`config.mk`:
```
export PLATFORM = sky130hd
export DESIGN_NAME = breath_phase_detector
export DESIGN_NICKNAME = d
export VERILOG_FILES = /design/src/rtl/core/bpd_pkg.sv /design/src/rtl/core/breath_phase_detector.sv
export SDC_FILE = /design/constraint.sdc
export NUM_CORES = 1
export LEC_CHECK = 0
export ABC_AREA = 1
export BUFFER_PORTS_ARGS = -buffer_cell sky130_fd_sc_hd__buf_2
export CORE_UTILIZATION = 54
export DETAILED_ROUTE_END_ITERATION = 10
export PLACE_DENSITY = 0.73
export SLEW_MARGIN = 10
export SYNTH_ARGS = -nofsm -noshare
export SYNTH_HDL_FRONTEND = slang
export SYNTH_SLANG_ARGS = --single-unit
```
`constraint.sdc`:
```
create_clock -name clk_i -period 3.8 [get_ports clk_i]
set_clock_uncertainty 0.1 [all_clocks]
set_input_delay 0.19 -clock clk_i [delete_from_list [all_inputs] [get_ports clk_i]]
set_output_delay 0.19 -clock clk_i [all_outputs]
set_load 0.01 [all_outputs]
```
`src/rtl/core/bpd_pkg.sv`:
```
// ----------------------------------------------------------------------------
// Breath phase detector package
// Shared constants: window size, configuration register indexes and event
// codes used by the detector and its port checker.
// ----------------------------------------------------------------------------
package bpd_pkg;

  localparam int unsigned BPD_WINDOW = 8;

  localparam int unsigned FLOW_W  = 16;
  localparam int unsigned TIME_W  = 32;
  localparam int unsigned MCNT_W  = 7;
  localparam int unsigned PER_W   = 8;
  localparam int unsigned EVENT_W = 2;

  localparam int unsigned CFG_IDX_W  = 4;
  localparam int unsigned CFG_DATA_W = 16;

  typedef enum logic [CFG_IDX_W-1:0] {
    REG_INSP_THR   = 4'd0,
    REG_EXP_THR    = 4'd1,
    REG_MIN_COUNT  = 4'd2,
    REG_SAMPLE_PER = 4'd3
  } cfg_reg_e;

  typedef enum logic [EVENT_W-1:0] {
    EV_NONE      = 2'd0,
    EV_INSP_START = 2'd1,
    EV_INSP_END   = 2'd2
  } event_e;

  localparam logic signed [FLOW_W-1:0] INSP_THR_RST   = 16'sd200;
  localparam logic signed [FLOW_W-1:0] EXP_THR_RST    = -16'sd200;
  localparam logic [MCNT_W-1:0]        MIN_COUNT_RST  = 7'd4;
  localparam logic [PER_W-1:0]         SAMPLE_PER_RST = 8'd10;

endpackage

```
`src/rtl/core/breath_phase_detector.sv`:
```
// Each accepted item is followed by a window scan, which reads one sample
// per cycle from the memory, then by the calc and done states; the input
// stalls until the result is passed on, so no new item enters meanwhile.
// Reset: control and config registers return to defaults, the flag clears;
// all window entries read as zero via per-entry valid bits; no clearing pass.
// ----------------------------------------------------------------------------
// Breath phase detector
// Keeps the recent flow samples in a circular buffer memory, scans it after
// each item for samples past the active threshold and reports back-dated
// start and end events of inspiration.
// ----------------------------------------------------------------------------
module breath_phase_detector
  import bpd_pkg::*;
#(
  parameter int unsigned WINDOW = BPD_WINDOW
) (
  input  logic                     clk_i,
  input  logic                     rst_ni,
  // configuration write channel
  input  logic                     cfg_valid_i,
  output logic                     cfg_ready_o,
  input  logic [CFG_IDX_W-1:0]     cfg_index_i,
  input  logic [CFG_DATA_W-1:0]    cfg_data_i,
  // input channel
  input  logic                     in_valid_i,
  output logic                     in_stall_o,
  input  logic signed [FLOW_W-1:0] flow_i,
  input  logic [TIME_W-1:0]        now_ms_i,
  // output channel
  output logic                     out_valid_o,
  input  logic                     out_stall_i,
  output logic                     insp_active_o,
  output logic [EVENT_W-1:0]       event_res_o,
  output logic [TIME_W-1:0]        event_time_ms_o,
  output logic [TIME_W-1:0]        insp_length_ms_o
);

  localparam int unsigned ADDR_W = $clog2(WINDOW);
  localparam int unsigned CNT_W  = $clog2(WINDOW + 1);
  localparam int unsigned PROD_W = ADDR_W + PER_W;
  localparam logic [ADDR_W-1:0] LAST_ADDR = ADDR_W'(WINDOW - 1);

  localparam logic [1:0] ST_IDLE = 2'd0;
  localparam logic [1:0] ST_SCAN = 2'd1;
  localparam logic [1:0] ST_CALC = 2'd2;
  localparam logic [1:0] ST_DONE = 2'd3;

  // configuration registers
  logic signed [FLOW_W-1:0] insp_thr_q, exp_thr_q;
  logic [MCNT_W-1:0]        min_count_q;
  logic [PER_W-1:0]         period_q;

  // control state
  logic [1:0]        state_q, state_d;
  logic [ADDR_W-1:0] wp_q;
  logic [ADDR_W-1:0] raddr_q;
  logic [ADDR_W-1:0] iss_age_q;
  logic              iss_act_q;
  logic              rd_pend_q;
  logic [ADDR_W-1:0] rd_age_q;
  logic [WINDOW-1:0] vld_q;
  logic              insp_flag_q;
  logic [TIME_W-1:0] start_time_q;
  logic [CNT_W-1:0]  cnt_q;
  logic [ADDR_W-1:0] oldest_q;
  logic              out_valid_q;

  // window memory and read path
  logic signed [FLOW_W-1:0] mem_q [WINDOW];
  logic signed [FLOW_W-1:0] rdata_q;
  logic                     rvld_q;

  // item payload and intermediate results
  logic [TIME_W-1:0] now_q;
  logic              hit_q;
  logic [TIME_W-1:0] ev_time_q;

  // output payload
  logic              insp_active_q;
  logic [EVENT_W-1:0] event_res_q;
  logic [TIME_W-1:0] event_time_q;
  logic [TIME_W-1:0] insp_len_q;

  logic                     in_acc;
  logic                     rd_en;
  logic signed [FLOW_W-1:0] sample;
  logic                     samp_hit;
  logic [MCNT_W-1:0]        need;
  logic [PROD_W-1:0]        backdate;
  logic                     out_free;

  assign cfg_ready_o = 1'b1;
  assign in_stall_o  = (state_q != ST_IDLE);
  assign in_acc      = in_valid_i && !in_stall_o;
  assign rd_en       = (state_q == ST_SCAN) && iss_act_q;
  assign out_free    = !out_valid_q || !out_stall_i;

  // An entry never written since reset reads as zero.
  assign sample   = rvld_q ? rdata_q : '0;
  assign samp_hit = insp_flag_q ? (sample <= exp_thr_q) : (sample >= insp_thr_q);
  assign need     = (min_count_q == '0) ? MCNT_W'(1) : min_count_q;
  assign backdate = PROD_W'(oldest_q) * PROD_W'(period_q);

  always_ff @(posedge clk_i or negedge rst_ni) begin
    if (!rst_ni) begin
      insp_thr_q  <= INSP_THR_RST;
      exp_thr_q   <= EXP_THR_RST;
      min_count_q <= MIN_COUNT_RST;
      period_q    <= SAMPLE_PER_RST;
    end else if (cfg_valid_i && cfg_ready_o) begin
      unique case (cfg_index_i)
        REG_INSP_THR:   insp_thr_q  <= cfg_data_i[FLOW_W-1:0];
        REG_EXP_THR:    exp_thr_q   <= cfg_data_i[FLOW_W-1:0];
        REG_MIN_COUNT:  min_count_q <= cfg_data_i[MCNT_W-1:0];
        REG_SAMPLE_PER: period_q    <= cfg_data_i[PER_W-1:0];
        default: ;
      endcase
    end
  end

  // Window memory: one write port, one registered read port.
  always_ff @(posedge clk_i) begin
    if (in_acc) begin
      mem_q[wp_q] <= flow_i;
    end
    if (rd_en) begin
      rdata_q <= mem_q[raddr_q];
    end
  end

  always_ff @(posedge clk_i or negedge rst_ni) begin
    if (!rst_ni) begin
      vld_q  <= '0;
      rvld_q <= 1'b0;
    end else begin
      if (in_acc) begin
        vld_q[wp_q] <= 1'b1;
      end
      if (rd_en) begin
        rvld_q <= vld_q[raddr_q];
      end
    end
  end

  always_comb begin
    state_d = state_q;
    unique case (state_q)
      ST_IDLE: if (in_acc) state_d = ST_SCAN;
      ST_SCAN: if (rd_pend_q && (rd_age_q == LAST_ADDR)) state_d = ST_CALC;
      ST_CALC: state_d = ST_DONE;
      ST_DONE: if (out_free) state_d = ST_IDLE;
      default: state_d = ST_IDLE;
    endcase
  end

  always_ff @(posedge clk_i or negedge rst_ni) begin
    if (!rst_ni) begin
      state_q      <= ST_IDLE;
      wp_q         <= '0;
      raddr_q      <= '0;
      iss_age_q    <= '0;
      iss_act_q    <= 1'b0;
      rd_pend_q    <= 1'b0;
      rd_age_q     <= '0;
      cnt_q        <= '0;
      oldest_q     <= '0;
      insp_flag_q  <= 1'b0;
      start_time_q <= '0;
      out_valid_q  <= 1'b0;
    end else begin
      state_q <= state_d;

      if (in_acc) begin
        // The newest sample sits at wp_q; the scan walks back from there.
        raddr_q   <= wp_q;
        wp_q      <= (wp_q == LAST_ADDR) ? '0 : wp_q + ADDR_W'(1);
        iss_age_q <= '0;
        iss_act_q <= 1'b1;
        cnt_q     <= '0;
        oldest_q  <= '0;
      end else if (rd_en) begin
        raddr_q <= (raddr_q == '0) ? LAST_ADDR : raddr_q - ADDR_W'(1);
        if (iss_age_q == LAST_ADDR) begin
          iss_act_q <= 1'b0;
        end else begin
          iss_age_q <= iss_age_q + ADDR_W'(1);
        end
      end

      rd_pend_q <= rd_en;
      rd_age_q  <= iss_age_q;

      // Ages arrive in increasing order, so the last hit is the oldest one.
      if (rd_pend_q && samp_hit) begin
        cnt_q    <= cnt_q + CNT_W'(1);
        oldest_q <= rd_age_q;
      end

      if ((state_q == ST_DONE) && out_free) begin
        out_valid_q <= 1'b1;
        if (hit_q) begin
          insp_flag_q <= !insp_flag_q;
          if (!insp_flag_q) begin
            start_time_q <= ev_time_q;
          end
        end
      end else if (!out_stall_i) begin
        out_valid_q <= 1'b0;
      end
    end
  end

  always_ff @(posedge clk_i) begin
    if (in_acc) begin
      now_q <= now_ms_i;
    end
    if (state_q == ST_CALC) begin
      hit_q     <= (8'(cnt_q) >= 8'(need));
      ev_time_q <= now_q - TIME_W'(backdate);
    end
    if ((state_q == ST_DONE) && out_free) begin
      insp_active_q <= hit_q ? !insp_flag_q : insp_flag_q;
      if (!hit_q) begin
        event_res_q  <= EV_NONE;
        event_time_q <= '0;
        insp_len_q   <= '0;
      end else if (!insp_flag_q) begin
        event_res_q  <= EV_INSP_START;
        event_time_q <= ev_time_q;
        insp_len_q   <= '0;
      end else begin
        event_res_q  <= EV_INSP_END;
        event_time_q <= ev_time_q;
        insp_len_q   <= ev_time_q - start_time_q;
      end
    end
  end

  assign out_valid_o      = out_valid_q;
  assign insp_active_o    = insp_active_q;
  assign event_res_o      = event_res_q;
  assign event_time_ms_o  = event_time_q;
  assign insp_length_ms_o = insp_len_q;

endmodule

```
Word-level counts from Yosys, hierarchy flattened
Memory sizes are Yosys's and may differ from the RTL's. A register that Yosys moved wholly into a read port is not among the register bits. Cells that the tools add are included. W data, S select, Z words.

Register bits after elaboration: 245. Bits in writable memories: 128. Output and inout port bits: 70. Word-level logic and storage cells: 114. Memories kept: 1.

Add/sub/neg operators: 6. Multipliers: 1. $lt $le $gt $ge: 6. Eq/ne operators: 14. Muxes and demuxes: 31. Bitwise operators: 2. Reduce and logical (&&, ||, !) cells: 28.

Memory list: mem_q (words 8, bits a word 16, rd ports 1, clocked after Yosys merged registers in 1, wr ports 1, line breath_phase_detector.sv:69) `logic signed [FLOW_W-1:0] mem_q [WINDOW];`.

Operators by type and width (number): $sub A32 B11 Y32 (1); $sub A32 B32 Y32 (1); $mux W3 (9); $ge A16 B16 Y1 (1); $le A16 B16 Y1 (1); $mux W16 (1); $reduce_and A2 Y1 (7); $mul A3 B8 Y11 (1); $mux W1 (11); $eq A3 B3 Y1 const B (3); $eq A4 B2 Y1 const B (2); $lt A3 B4 Y1 const B (2); $mux W2 (4); $mux W4 (2); $or A8 B8 Y8 (1); $pmux W2 S4 (1); $reduce_bool A2 Y1 (4); $ge A4 B7 Y1 (1); $logic_not A7 Y1 (1); $mux W7 (1); $add A3 B1 Y3 const B (2); $logic_and A1 B1 Y1 (6); $ne A2 B2 Y1 const B (3); $reduce_and A3 Y1 (2); other kinds (15) (20).

Longest topological paths before layout
Depth after elaboration: 5. Gate-level depth with buffers: 18. Mapped depth without buffers: 16.

Worst setup path before layout
OpenSTA, ideal clock, no wires.

Path type: reg-to-reg. Start point: register oldest_q[2]. End point: register ev_time_q[26] (data pin). Setup time: 0.257 ns. Data arrival time: 3.011 ns. Data required time: 3.443 ns. Path slack: 0.433 ns. Cell stages (with the launch flop): 17. Buffers on the path: 1. Clock period less this slack: 3.367 ns. Cell sequence: dfrtp_1 clkbuf_1 nand2_1 fa_1 inv_1 fa_1 inv_1 ha_1 a21oi_1 nand2_1 a21oi_2 o21ai_2 nand2_1 nand2_1 nand2_2 nand2_1 xor2_1.

Cells in the longest elaborated chain, start to end: 2.

Ends and longest elaborated chain: start, declared (line breath_phase_detector.sv:65) `logic [ADDR_W-1:0] oldest_q;`; start signal, assigned (line breath_phase_detector.sv:196) `oldest_q <= rd_age_q;`; $mul A3 B8 Y11 (line breath_phase_detector.sv:102) `assign backdate = PROD_W'(oldest_q) * PROD_W'(period_q);`; $sub A32 B11 Y32 (line breath_phase_detector.sv:219) `ev_time_q <= now_q - TIME_W'(backdate);`; end signal, assigned (line breath_phase_detector.sv:219); end, declared (line breath_phase_detector.sv:76) `logic [TIME_W-1:0] ev_time_q;`.

Every way passes these cells. A chain may end at the register's enable or synchronous reset.

Final worst setup path
Start point: register period_q[3]. End point: register ev_time_q[31] (data pin).

Cells in the longest elaborated chain, start to end: 2.

Ends and longest elaborated chain: start, declared (line breath_phase_detector.sv:51) `logic [PER_W-1:0] period_q;`; start signal, assigned (line breath_phase_detector.sv:115) `REG_SAMPLE_PER: period_q <= cfg_data_i[PER_W-1:0];`; $mul A3 B8 Y11 (line breath_phase_detector.sv:102); $sub A32 B11 Y32 (line breath_phase_detector.sv:219).

Every way passes these cells.

==> impl_metrics.py <==
metrics = {
    "synth": {
        "synthTopCellsByArea": "edfxtp_1 (44%), dfrtp_1 (13%), ha_1 (6.3%)",
        "post-synth-top-area-cell": "edfxtp_1",
        "muxShareOfSynthArea": 0.000595,
        "synth.most_common_cell": "nand2_1",
        "synthSimpleGateAreaFrac": 0.146,
        "synth-compound-area-share": 0.105,
        "yosysSeqAreaShare": 0.589,
        "async_reset_ff_frac": 0.290,
        "synth_cell_types": 45,
        "synthXorXnorAreaFrac": 0.0153,
        "synth_edf_count": 276,
        "synth_flop_cell": "edfxtp_1",
        "post_synth.cell_area_avg_um2": 9.95,
        "yosys_register_bits": 389,
        "synth_top_area_frac": 0.438,
        "syn-cell-area_um2": 18900,
        "synth_warnings": 0,
        "synth_nets": 2084,
        "synth_top_family_by_area": "simple AND/OR/NAND/NOR gates",
        "synth-adder-area-share": 0.0787,
        "netlist_instances": 1901,
        "synthTopCellsByCount": "nand2_1 (314), edfxtp_1 (276), inv_1 (267), nor2_1 (250), o21ai_0 (179)",
    },
    "cells_and_area": {
        "design_area_um2": 22100,
        "area_growth_pct": 17.1,
        "nets": 2303,
        "diodes": 0,
        "drive_gt1_frac": 0.125,
        "fin_util": 0.643,
        "fillers": 2792,
    },
    "sta": {
        "finalMaxSlewViolations": 0,
        "slew_headroom": 0.237,
        "worstMarginPinSlew_ps": 1140,
        "fin_crit_ps": 3570,
        "setup_violations": 0,
        "min_period_over_period": 0.939,
        "hold_viol_final": 0,
        "tns_ps": 0,
        "rsz0062_at_grt": "no",
        "max_freq_mhz": 280,
    },
    "detailed_routing": {
        "drc": 0,
        "drt-met1-wl_um": 16900,
        "wl_per_cell_um": 15.9,
        "dr.first_iter.drc_count": 873,
        "via_count": 13744,
        "antenna_left": 0,
        "dr.pass1.iters": 5,
        "avgViaCountPerCell": 5.27,
        "met3_length_um": 2030,
        "top_layer": "met4",
        "wl_um": 41500,
        "met2_wirelength_um": 21200,
    },
    "clocking": {
        "cts_sinks": 389,
        "path_clk_slew_ps": 60,
        "htreeDepth": 2,
        "clockBufferDepth": 3,
        "clock-root-buffer": "clkbuf_16",
        "clk_latency_ps": 550,
        "cts_buffers": 40,
        "cts_tree": "done",
    },
    "place": {
        "routabilityCongestion": 0.943,
        "port_buffers": 141,
        "dpl_cell_area_um2": 20200,
        "dp_hpwl_um": 28300,
    },
    "critical_path": {
        "crit_path_end_kind": "register",
        "critPathTopFamily": "adder cells",
        "critPathArrivalTime_ps": 3770,
        "reg2reg_slack_ps": 230,
        "critical_path_required_ps": 4000,
        "crit_path_top_delay_cell": "dfstp_2",
        "worstSetupPathType": "reg -> reg",
        "crit_fanout": 4,
        "critical_path.cell_chain": "nand2_1, fa_1, inv_1, fa_1, inv_1, ha_1, a21oi_1, o21ai_0, a21oi_1, nand2_1, nor2_4, nand4_1, xnor2_1",
        "critPathLaunchType": "register",
        "max_stage_delay_ps": 550,
        "crit_buf_inv": 2,
    },
    "global_routing": {
        "antenna_found_initial": 0,
        "grt_pass1_wl_um": 66700,
        "track_usage": 0.237,
        "overflow": 0,
        "grt_pass1_vias": 13506,
        "grt_max_degree": 72,
    },
    "worst_hold_path": {
        "hp-class": "in -> reg",
    },
    "floorplan": {
        "boundaryPins": 143,
        "rows": 68,
        "dieArea_um2": 35800,
        "fp.dieW_um": 189,
        "core_area_um2": 34500,
        "die_h_um": 189,
        "initial_core_util": 0.549,
    },
    "power": {
        "power_density_nw_per_um2": 766,
        "leakage_nw": 9.81,
        "peakVddDrop_uv": 442,
    },
    "run_status": {
        "status": "completed",
    },
    "run": {
        "maxCapViolCount": 0,
    },
}
## cells by family (layout without fill, tap and decap cells)
| logic type | after synthesis | in the layout |
|---|---|---|
| AND/OR/NAND/NOR | 675 | 675 |
| flip-flops | 389 | 389 |
| AO/OA/AOI/OAI | 370 | 370 |
| buffers and inverters | 322 | 572 |
| adder cells (fa/ha/maj) | 110 | 110 |
| XOR/XNOR | 33 | 33 |
| other | 1 | 1 |
| multiplexers | 1 | 1 |
## registers in the layout, indices dropped and copies added, names as in the netlist, 4 cells and up
name	flops
vld_q	8
min_count_q	7
rdata_q	16
ev_time_q	32
insp_thr_q	16
cnt_q	4
period_q	8
event_time_ms_o	32
mem_q	128
insp_length_ms_o	32
now_q	32
exp_thr_q	16
start_time_q	32
## area by class of cell
cell class                      instances  area, um2  share of cell area
Clock inverter                         19        174             0.00786
Sequential cell                       389      11100               0.503
Tap cell                              455        569              0.0257
Timing Repair Buffer                  231       1580              0.0712
Inverter                              268       1010              0.0454
Multi-Input combinational cell       1190       6550               0.296
Clock buffer                           54       1130              0.0509
## per-layer routing
metal  up-vias  GRT usage
li1       6806          -
met1      6473      0.285
met2       379      0.427
met3        86     0.0378
met4         0     0.0884
met5         -          0
## placed cells by master, fill, tap and decap left out, types with 19 or more instances in the layout
| cell type | Yosys | final |
|---|---|---|
| inv_1 | 267 | 266 |
| o22ai_1 | 19 | 19 |
| nand3_1 | 48 | 48 |
| buf_2 | 2 | 140 |
| dlygate4sd3_1 | 0 | 67 |
| dfrtp_1 | 96 | 92 |
| edfxtp_1 | 276 | 276 |
| buf_4 | 3 | 22 |
| nor2_1 | 250 | 250 |
| ha_1 | 95 | 95 |
| clkbuf_16 | 0 | 42 |
| a21oi_1 | 123 | 123 |
| a31oi_1 | 19 | 19 |
| o21ai_0 | 179 | 179 |
| nand4_1 | 22 | 22 |
| nand2_1 | 314 | 313 |
## path summary, 6_finish.rpt
kind                                start                to  depth (start not counted)
max in group asynchronous          rst_ni  start_time_q[29]                          3
max                           period_q[3]     ev_time_q[31]                         13
min reg2reg                  iss_age_q[1]       rd_age_q[1]                          0
min                        cfg_index_i[0]    min_count_q[2]                          4
min in group asynchronous          rst_ni    insp_thr_q[13]                          2
max reg2reg                   period_q[3]     ev_time_q[31]                         13
## report_power, final
group	internal [W]	switching (W)	total, W
clock	0.00229	0.00160	0.00388
combinational	0.00222	0.00437	0.00659
sequential	0.00591	0.000570	0.00648
## worst min-delay path, delay by kind of cell
kind,cells,cell delay [ps]
buffers and inverters,1,90
and+or+nand+nor,2,340
AOI/OAI and AO/OA,1,140
## metrics by stage
stage          std cells  hold WS [ps]  total power, W  worst slack (ps)
3_5_place_dp        2465           250          0.0130               241
3_3_place_gp        2465           242          0.0128               304
5_1_grt             2606           183          0.0182             0.301
6_report            2606           126          0.0170               231
4_1_cts             2605          99.3          0.0170               243
2_1_floorplan       1901          -206          0.0111               433
## repair_timing
action	in CTS	in global routing
hold buffers	67	0
gates resized for setup	0	3
hold endpoints to repair	262	0
buffers inserted	0	1
endpoints found under the setup margin	0	9
No activity file was read; power rests on OpenSTA's default activity.
